### src/rtl/uart_rb_pkg.sv
// Shared types and codes for the serial port ring buffer pair.
package uart_rb_pkg;

  localparam int LEVEL_W = 7;

  localparam logic [1:0] FUNC_WRITE = 2'd0;
  localparam logic [1:0] FUNC_READ  = 2'd1;
  localparam logic [1:0] FUNC_IRQ   = 2'd2;

  localparam logic [1:0] EV_NONE        = 2'd0;
  localparam logic [1:0] EV_RX_OVERFLOW = 2'd1;
  localparam logic [1:0] EV_NEWLINE     = 2'd2;
  localparam logic [1:0] EV_TX_DONE     = 2'd3;

  localparam logic [7:0] CHAR_CR = 8'h0D;
  localparam logic [7:0] CHAR_LF = 8'h0A;

  typedef struct packed {
    logic [1:0] func;
    logic [7:0] byte_in;
    logic       rx_flag;
    logic       tx_flag;
  } urb_in_t;

  typedef struct packed {
    logic [7:0]         out_byte;
    logic               out_valid;
    logic               write_accepted;
    logic [1:0]         event_code;
    logic [LEVEL_W-1:0] rx_level;
    logic               tx_active;
  } urb_res_t;

  typedef struct packed {
    logic capture;
    logic commit;
  } urb_cmd_t;

  typedef struct packed {
    logic res_busy;
  } urb_status_t;

endpackage

### src/rtl/uart_rb_ctrl.sv
// Sequencer for the ring buffer pair: capture a transaction, then commit it.
module uart_rb_ctrl
  import uart_rb_pkg::*;
(
  input  logic        clk,
  input  logic        rst,
  input  logic        in_valid,
  output logic        in_ready,
  input  logic        res_ready,
  input  urb_status_t status,
  output urb_cmd_t    cmd
);

  typedef enum logic {
    IDLE,
    EXEC
  } state_t;

  state_t state;

  always_comb begin
    in_ready    = (state == IDLE);
    cmd.capture = (state == IDLE) && in_valid;
    cmd.commit  = (state == EXEC) && (!status.res_busy || res_ready);
  end

  always_ff @(posedge clk) begin
    if (rst) begin
      state <= IDLE;
    end else begin
      case (state)
        IDLE: begin
          if (in_valid) begin
            state <= EXEC;
          end
        end
        EXEC: begin
          if (!status.res_busy || res_ready) begin
            state <= IDLE;
          end
        end
        default: state <= IDLE;
      endcase
    end
  end

  a_capture_then_busy: assert property (@(posedge clk) disable iff (rst)
    cmd.capture |=> !in_ready)
    else $error("input taken while a transaction is in flight");

  a_commit_frees: assert property (@(posedge clk) disable iff (rst)
    cmd.commit |=> in_ready)
    else $error("controller did not return to idle after commit");

  a_no_overlap: assert property (@(posedge clk) disable iff (rst)
    !(cmd.capture && cmd.commit))
    else $error("capture and commit in the same cycle");

endmodule

### src/rtl/uart_rb_datapath.sv
// Ring pointers, byte stores, event register and result register.
module uart_rb_datapath
  import uart_rb_pkg::*;
#(
  parameter int RX_DEPTH = 128,
  parameter int TX_DEPTH = 128
) (
  input  logic        clk,
  input  logic        rst,
  input  urb_cmd_t    cmd,
  output urb_status_t status,
  input  urb_in_t     in_data,
  input  logic        cfg_valid,
  input  logic        cfg_data,
  output logic        res_valid,
  input  logic        res_ready,
  output urb_res_t    res_data
);

  localparam int RPW = $clog2(RX_DEPTH);
  localparam int TPW = $clog2(TX_DEPTH);
  localparam logic [RPW-1:0] RX_LAST = RPW'(RX_DEPTH - 1);
  localparam logic [TPW-1:0] TX_LAST = TPW'(TX_DEPTH - 1);
  localparam logic [RPW:0]   RX_SPAN = (RPW+1)'(RX_DEPTH);

  logic [7:0] rx_mem [RX_DEPTH];
  logic [7:0] tx_mem [TX_DEPTH];

  logic [RPW-1:0] rx_head, rx_tail, rx_head_next, rx_tail_next, rx_head_inc, rx_tail_inc;
  logic [TPW-1:0] tx_head, tx_tail, tx_head_next, tx_tail_next, tx_head_inc, tx_tail_inc;
  logic           tx_irq_on, tx_irq_on_next;
  logic           event_enable;
  urb_in_t        item;
  logic [7:0]     rx_rdata, tx_rdata;
  logic           rx_we, tx_we;
  logic [RPW:0]   rx_diff;
  urb_res_t       res_next;

  assign status.res_busy = res_valid;

  always_comb begin
    rx_head_inc = (rx_head == RX_LAST) ? '0 : rx_head + 1'b1;
    rx_tail_inc = (rx_tail == RX_LAST) ? '0 : rx_tail + 1'b1;
    tx_head_inc = (tx_head == TX_LAST) ? '0 : tx_head + 1'b1;
    tx_tail_inc = (tx_tail == TX_LAST) ? '0 : tx_tail + 1'b1;

    rx_head_next   = rx_head;
    rx_tail_next   = rx_tail;
    tx_head_next   = tx_head;
    tx_tail_next   = tx_tail;
    tx_irq_on_next = tx_irq_on;
    rx_we          = 1'b0;
    tx_we          = 1'b0;
    res_next       = '0;

    case (item.func)
      FUNC_WRITE: begin
        if (tx_head_inc != tx_tail) begin
          tx_we                   = 1'b1;
          tx_head_next            = tx_head_inc;
          res_next.write_accepted = 1'b1;
        end
        tx_irq_on_next = 1'b1;
      end
      FUNC_READ: begin
        if (rx_tail != rx_head) begin
          res_next.out_byte  = rx_rdata;
          res_next.out_valid = 1'b1;
          rx_tail_next       = rx_tail_inc;
        end
      end
      FUNC_IRQ: begin
        if (item.rx_flag) begin
          if (rx_head_inc == rx_tail) begin
            res_next.event_code = EV_RX_OVERFLOW;
          end else begin
            rx_we        = 1'b1;
            rx_head_next = rx_head_inc;
            if (item.byte_in == CHAR_CR || item.byte_in == CHAR_LF) begin
              res_next.event_code = EV_NEWLINE;
            end
          end
        end
        if (item.tx_flag && tx_irq_on) begin
          if (tx_tail == tx_head) begin
            res_next.event_code = EV_TX_DONE;
            tx_irq_on_next      = 1'b0;
          end else begin
            res_next.out_byte  = tx_rdata;
            res_next.out_valid = 1'b1;
            tx_tail_next       = tx_tail_inc;
          end
        end
      end
      default: ;
    endcase

    if (!event_enable) begin
      res_next.event_code = EV_NONE;
    end

    if (rx_head_next >= rx_tail_next) begin
      rx_diff = {1'b0, rx_head_next} - {1'b0, rx_tail_next};
    end else begin
      rx_diff = {1'b0, rx_head_next} + RX_SPAN - {1'b0, rx_tail_next};
    end
    res_next.rx_level  = LEVEL_W'(rx_diff);
    res_next.tx_active = tx_irq_on_next;
  end

  always_ff @(posedge clk) begin
    if (cmd.capture) begin
      item     <= in_data;
      rx_rdata <= rx_mem[rx_tail];
      tx_rdata <= tx_mem[tx_tail];
    end
    if (cmd.commit && rx_we) begin
      rx_mem[rx_head] <= item.byte_in;
    end
    if (cmd.commit && tx_we) begin
      tx_mem[tx_head] <= item.byte_in;
    end
    if (cmd.commit) begin
      res_data <= res_next;
    end
  end

  always_ff @(posedge clk) begin
    if (rst) begin
      rx_head      <= '0;
      rx_tail      <= '0;
      tx_head      <= '0;
      tx_tail      <= '0;
      tx_irq_on    <= 1'b0;
      event_enable <= 1'b0;
      res_valid    <= 1'b0;
    end else begin
      if (cfg_valid) begin
        event_enable <= cfg_data;
      end
      if (cmd.commit) begin
        rx_head   <= rx_head_next;
        rx_tail   <= rx_tail_next;
        tx_head   <= tx_head_next;
        tx_tail   <= tx_tail_next;
        tx_irq_on <= tx_irq_on_next;
        res_valid <= 1'b1;
      end else if (res_ready) begin
        res_valid <= 1'b0;
      end
    end
  end

  a_commit_after_capture: assert property (@(posedge clk) disable iff (rst)
    cmd.commit |-> $past(cmd.capture) || $past(cmd.commit == 1'b0 && res_valid))
    else $error("commit without a captured transaction");

  a_done_clears_active: assert property (@(posedge clk) disable iff (rst)
    res_valid && res_data.event_code == EV_TX_DONE |-> !res_data.tx_active)
    else $error("transmit done reported with handling still on");

  a_write_sets_active: assert property (@(posedge clk) disable iff (rst)
    res_valid && res_data.write_accepted |-> res_data.tx_active)
    else $error("accepted write left transmit handling off");

  a_ptr_range: assert property (@(posedge clk) disable iff (rst)
    rx_head <= RX_LAST && rx_tail <= RX_LAST && tx_head <= TX_LAST && tx_tail <= TX_LAST)
    else $error("ring pointer beyond depth");

endmodule

### src/rtl/uart_ring_buffer_pair.sv
// Top level of the transmit and receive ring buffer pair for one serial port.
// On accept, both ring stores are read at their tail pointers into registers;
// the controller's EXEC state then commits the pointer and store updates and
// loads the result register. The commit waits while an earlier result is
// still held. Each ring holds up to depth minus one bytes, stores come up
// unwritten with no clearing pass, and the user must write the event enable
// register through cfg only while no transaction is in flight; the block
// itself does not enforce this.
module uart_ring_buffer_pair
  import uart_rb_pkg::*;
#(
  parameter int RX_DEPTH = 128,
  parameter int TX_DEPTH = 128
) (
  input  logic     clk,
  input  logic     rst,
  input  logic     in_valid,
  output logic     in_ready,
  input  urb_in_t  in_data,
  output logic     res_valid,
  input  logic     res_ready,
  output urb_res_t res_data,
  input  logic     cfg_valid,
  output logic     cfg_ready,
  input  logic     cfg_data
);

  urb_cmd_t    cmd;
  urb_status_t status;

  assign cfg_ready = 1'b1;

  uart_rb_ctrl u_ctrl (
    .clk       (clk),
    .rst       (rst),
    .in_valid  (in_valid),
    .in_ready  (in_ready),
    .res_ready (res_ready),
    .status    (status),
    .cmd       (cmd)
  );

  uart_rb_datapath #(
    .RX_DEPTH (RX_DEPTH),
    .TX_DEPTH (TX_DEPTH)
  ) u_datapath (
    .clk       (clk),
    .rst       (rst),
    .cmd       (cmd),
    .status    (status),
    .in_data   (in_data),
    .cfg_valid (cfg_valid),
    .cfg_data  (cfg_data),
    .res_valid (res_valid),
    .res_ready (res_ready),
    .res_data  (res_data)
  );

endmodule
### config.mk
export PLATFORM = sky130hd
export DESIGN_NAME = uart_ring_buffer_pair
export DESIGN_NICKNAME = d
export VERILOG_FILES = /design/src/rtl/uart_rb_pkg.sv /design/src/rtl/uart_rb_ctrl.sv /design/src/rtl/uart_rb_datapath.sv /design/src/rtl/uart_ring_buffer_pair.sv
export SDC_FILE = /design/constraint.sdc
export NUM_CORES = 2
export LEC_CHECK = 0
export BUFFER_PORTS_ARGS = -buffer_cell sky130_fd_sc_hd__buf_4
export CORE_ASPECT_RATIO = 0.8
export CORE_MARGIN = 2
export CORE_UTILIZATION = 45
export DETAILED_ROUTE_END_ITERATION = 8
export MAX_ROUTING_LAYER = met4
export REMOVE_ABC_BUFFERS = 1
export SYNTH_ARGS = -nofsm -noshare
export SYNTH_HDL_FRONTEND = slang
export SYNTH_SLANG_ARGS = --single-unit
### constraint.sdc
create_clock -name clk -period 4.8 [get_ports clk]
set_input_delay 0.72 -clock clk [delete_from_list [all_inputs] [get_ports clk]]
set_output_delay 0.72 -clock clk [all_outputs]
set_load 0.02 [all_outputs]
After elaboration in Yosys (flattened, before gate mapping)
Memories as Yosys holds them, arrays and structs flattened. A register that Yosys moved wholly into a read port is not among the register bits.
Index checks and enable logic that the tools add are counted.
{ "word_totals": {"regBits": 64, "mem_bits_rw": 2048, "in_bits": 18, "out_inout_bits": 23, "elab_cells": 91, "n_memories": 2} }
{ "classes": {"n_addsub": 7, "order_cmp": 1, "n_eq_ne": 12, "muxes": 36, "n_bitwise": 2, "n_reduce_logical": 13} }
{ "memory_table": {"columns": ["memory", "depth", "width", "read_ports", "rd_ports_with_merged_regs", "wr", "line", "text"], "rows": [
  ["u_datapath.rx_mem", 128, 8, 1, 1, 1, "uart_rb_datapath.sv:26", "logic [7:0] rx_mem [RX_DEPTH];"],
  ["u_datapath.tx_mem", 128, 8, 1, 1, 1, "uart_rb_datapath.sv:27", "logic [7:0] tx_mem [TX_DEPTH];"]
]} }
{ "op_table": {"columns": ["operator", "n"], "rows": [
  ["$mux W7", 10],
  ["$add A7 B1 Y7 const B", 5],
  ["$eq A7 B7 Y1 const B", 4],
  ["$mux W9", 3],
  ["$pmux W9 S2", 1],
  ["$eq A8 B4 Y1 const B", 2],
  ["$mux W1", 15],
  ["$eq A7 B7 Y1", 2],
  ["$ne A7 B7 Y1", 2],
  ["$sub A7 B7 Y7", 2],
  ["$mux W2", 5],
  ["$ge A7 B7 Y1", 1],
  ["$logic_and A1 B1 Y1", 5],
  ["$pmux W1 S2", 2],
  ["$reduce_and A4 Y1", 1],
  ["$reduce_and A3 Y1", 1],
  ["$eq A2 B1 Y1 const B", 1],
  ["$eq A2 B2 Y1 const B", 1],
  ["$logic_not A2 Y1", 1],
  ["$logic_or A1 B1 Y1", 2],
  ["$not A1 Y1", 2],
  ["$reduce_and A2 Y1", 1],
  ["$reduce_bool A2 Y1", 1],
  ["$logic_not A1 Y1", 1]
]} }

Logic depth before layout (Yosys ltp)
{ "depth": {"depth_word": 9, "depth_mapped": 21, "ltp_nobuf": 17} }

Modules after synthesis
From an unflattened synthesis, not the netlist that was laid out.
{ "unflattened": {"hier_cells": 3925, "hier_area_um2": 83297.4} }
{ "by_module_without_submodules": {"columns": ["module", "n_inst", "cells_each", "area_per_inst_um2", "seq_area_each_um2"], "rows": [
  ["uart_rb_datapath", 1, 3915, 83227.3, 63561.0],
  ["uart_rb_ctrl", 1, 8, 58.8, 20.0],
  ["uart_ring_buffer_pair", 1, 2, 11.3, 0.0]
]} }

Least setup slack after synthesis
OpenSTA, ideal clock, no wires.
{ "synth_path": {"kind": "register -> register", "start": "reg u_datapath.item[4] (netlist bit)", "end": "reg, netlist name u_datapath.res_data[9]", "setup_time_ns": 0.146, "arrival_ns": 4.183, "required_ns": 4.654, "path_slack_ns": 0.471, "path_stages_with_launch": 6, "path_buffers": 0, "period_less_slack_ns": 4.329, "cell_sequence": "edfxtp_1 > nand2_1 > nor2_1 > a21oi_1 > or3_1 > a21oi_1"} }
{ "synth_via": {"elab_chain_len": 7, "word_cells_on_any_way": 8, "cone_classes": "2 x eq/ne; 5 x mux; 1 x reduce/logical"} }
{ "synth_rtl": {"columns": ["item", "line", "text"], "rows": [
  ["start: declaration", "uart_rb_datapath.sv:33", "urb_in_t item;"],
  ["start signal: assignment", "uart_rb_datapath.sv:113", "item <= in_data;"],
  ["$eq A8 B4 Y1", "uart_rb_datapath.sv:79", "if (item.byte_in == CHAR_CR || item.byte_in == CHAR_LF) begin"],
  ["$logic_or A1 B1 Y1 (*)", "uart_rb_datapath.sv:79", null],
  ["$mux W2 (*)", "uart_rb_datapath.sv:79", null],
  ["$mux W2 (*)", "uart_rb_datapath.sv:74", "if (rx_head_inc == rx_tail) begin"],
  ["$mux W2 (*)", "uart_rb_datapath.sv:73", "if (item.rx_flag) begin"],
  ["$mux W2", "uart_rb_datapath.sv:85", "if (tx_tail == tx_head) begin"],
  ["$mux W2 (*)", "uart_rb_datapath.sv:84", "if (item.tx_flag && tx_irq_on) begin"]
]} }
Mark *: on every way between the ends. The rest lies on a longest branch, timed or not.
A chain may end at the register's enable or synchronous reset.

==> flow_summary.ini <==
[routing]
dr_total_vias = 40400
drc = 0
firstDrtPassIters = 6
drt_iter0_markers = 4878
ant_nets = 0
drt_wl_total_mm = 197
viasPerCell = 5.95
wl_per_cell_um = 29.1

[global_routing]
grt_max_degree = 193
grt_overflow = 0
track_usage_pct = 21.4
grt_antenna_before_repair = 3
grt_pass1_vias = 39600
grt_pass1_wl_mm = 287

[worst_setup_path]
critPathArrivalTime_ps = 4780
critPathLaunchType = flop
cp.required_ps = 5390
cp-end-kind = flop
worstPathMaxFanout = 14
critPathKind = flop to flop

[flow_run]
maxCapViolCount = 0

[floorplan]
pin_count = 41
dieWidth_um = 487
design.core.area_um2 = 185000
die_y_um = 391
start_util_pct = 45.4
die_area_um2 = 190000
num_rows = 141

[finish]
area.growth.synth_to_final_pct = 12.6
final_common_cell = edfxtp_1
drive_above_1_share_pct = 28.2
num-fill-cells = 14500
post-route-util_pct = 51.1
nNetsFinal = 4216
layout_common_cells = 2096 x edfxtp_1, 603 x mux4_2, 317 x nor2_1, 264 x buf_4, 202 x clkbuf_16

[pwr]
switchingPower_w = 0.00734
clockPowerShare_pct = 42.5
leakage_nw = 28.3
pwr-share-seq_pct = 56.1
power_frac_comb_pct = 1.4
p_int_w = 0.0292
switching_share_pct = 20.1
vdd_ir_drop_max_uv = 390
power_density_nw_per_um2 = 386

[placement]
numPortBuffers = 39
dp_hpwl_mm = 117
place.gp.congestion = 0.860

[cts]
clock_latency_ps = 850
cts_root_buf = clkbuf_16
htreeDepth = 4
path_clk_slew_ps = 60
cts_buffers = 202
clock_path_buffers = 3
cts_sinks = 2128
cts-resized-gates = 0
cts_tree = built
post-cts-setup-buffers = 0

[timing]
period_minus_slack_ps = 4190
fmax_mhz = 239
drv_slew = 0
rsz0062_at_grt = false
fin_setup_tns_ps = 0
tightest_slew_ps = 1270
min_period_over_period_pct = 87.3
finalSetupViolCount = 0
hold_viol_final = 0
worst_slew_margin_rel_pct = 15.5
fin_skew_ps = 33.2

[yosys]
ys.warnings.count = 0
ys_async_sr_fraction_pct = 0
synth_cell_types = 74
synth_area_um2 = 84100
ys.flop_type = edfxtp_1
ys_ff_latch = 2128
syn_inst = 3940
yosysSeqAreaShare_pct = 75.6
synth_edf_count = 2096
syn_avg_cell_area_um2 = 21.3

[status]
outcome = finished clean

[min_path]
hold_path_class = primary input to flop
-- power by group through the flow --
| stage | Sequential (W) | Clock (W) | Combinational, W |
|---|---|---|---|
| 6_report | 0.0205 | 0.0155 | 0.000522 |
| 2_1_floorplan | 0.0211 | 0 | 0.0000747 |
| 5_1_grt | 0.0205 | 0.0165 | 0.000567 |
| 3_5_place_dp | 0.0209 | 0 | 0.000534 |
| 3_3_place_gp | 0.0209 | 0 | 0.000513 |
| 4_1_cts | 0.0205 | 0.0159 | 0.000531 |
-- stage by stage --
| stage | area [µm²] | worst slack (ps) | hold WS, ps | power [W] | std cells |
|---|---|---|---|---|---|
| finish | 94700 | 609 | 57.7 | 0.0366 | 6784 |
| global route | 94700 | 227 | 19.5 | 0.0376 | 6784 |
| CTS | 94700 | 597 | 0.163 | 0.0369 | 6782 |
| detailed placement | 88300 | 607 | 538 | 0.0214 | 6410 |
| global placement | 88300 | 628 | 510 | 0.0214 | 6410 |
| floorplan | 82800 | -9530 | 460 | 0.0212 | 3697 |
-- registers in the layout, indices dropped and copies added (netlist names) --
name                     cells
u_datapath.event_enable      1
u_datapath.tx_head           7
u_datapath.item             12
u_datapath.tx_tail           7
u_ctrl.state                 1
u_datapath.tx_mem         1024
u_datapath.tx_irq_on         1
u_datapath.res_data         20
u_datapath.tx_rdata          8
u_datapath.rx_mem         1024
u_datapath.rx_rdata          8
u_datapath.rx_head           7
u_datapath.res_valid         1
u_datapath.rx_tail           7
-- logic make-up (layout without fill, tap and decap cells) --
family	after synthesis	count (layout)	share of synthesized area, %
flops	2128	2128	75.6
mux	698	698	17.3
simple gates	614	614	3.35
buf+inv	259	670	1.59
compound gates	189	189	1.56
xor+xnor	37	37	0.385
fa+ha+maj	14	14	0.217
other cells	1	3	0.00446
-- what timing repair did --
action,in CTS,in global routing
hold endpoints to repair,1,0
hold buffers,1,0
endpoints found under the setup margin,0,0
-- worst paths after layout --
check             slack, ps                  start                      to  depth (start not counted)
setup / recovery        610  u_datapath.rx_head[3]  u_datapath.res_data[7]                         16
hold / removal           60             in_data[5]      u_datapath.item[5]                          1
setup reg to reg        610  u_datapath.rx_head[3]  u_datapath.res_data[7]                         16
hold reg to reg         540   u_datapath.tx_irq_on    u_datapath.tx_irq_on                          2
-- cell usage after synthesis, drive strengths merged (3+ instances only) --
cell type | count | area (µm²)
edfxtp | 2096 | 62900
mux4 | 603 | 13600
nor2 | 327 | 1290
buf | 155 | 945
nand2 | 109 | 409
clkbuf | 88 | 330
mux2i | 75 | 751
a21oi | 44 | 224
nor2b | 40 | 250
dfxtp | 32 | 641
nor3 | 27 | 135
nand3 | 25 | 130
a211oi | 24 | 180
a22oi | 24 | 180
o21ai | 24 | 120
mux2 | 20 | 225
xnor2 | 20 | 175
xor2 | 17 | 149
inv | 16 | 60.1
nand4 | 14 | 87.6
and2 | 13 | 81.3
ha | 13 | 163
nand2b | 12 | 75.1
o22ai | 11 | 68.8
o221ai | 10 | 87.6
nor4 | 9 | 56.3
or3 | 9 | 56.3
a311oi | 6 | 52.6
and3 | 6 | 42.5
and4 | 6 | 55.1
a221oi | 5 | 50.0
o31ai | 5 | 37.5
or4 | 5 | 41.3
a31o | 4 | 35.0
nor3b | 4 | 30.0
a2111oi | 3 | 26.3
a21o | 3 | 22.5
a41oi | 3 | 26.3
o41a | 3 | 33.8
or4b | 3 | 37.5
-- final cells by class --
type	instances	area [µm²]	share of cell area (%)
Tap cell	2431	3040	3.21
Inverter	16	60.1	0.0634
Sequential cell	2128	63600	67.2
Clock inverter	122	1140	1.21
Antenna cell	2	5.00	0.00529
Clock buffer	249	5240	5.54
Timing Repair Buffer	283	2350	2.48
Multi-Input combinational cell	1553	19200	20.3
-- worst max-delay path, stage by stage, from the launching register on --
cell and delay, ps:
dfxtp_1 640, and4_4 390, and3_4 240, a21oi_2 40, o32a_1 310, nor3_2 240, buf_4 230, o21ai_0 120
a21boi_0 160, fa_1 450, nor2b_1 110, o21ai_0 110, a21o_1 220, and4_1 170, o21ai_0 170, o221ai_1 160
xnor2_1 160
-- routing by layer --
layer | wire length [µm] | vias up | share of wire (%) | track usage (%)
met5 | 0 | - | 0 | -
met2 | 86700 | 1606 | 44 | 29.5
met4 | 4120 | 0 | 2.1 | 4.97
li1 | - | 16900 | - | -
met3 | 14600 | 284 | 7.4 | 3.72
met1 | 91800 | 21600 | 47 | 33.4
Note: power is estimated with default switching activity, not from simulation.
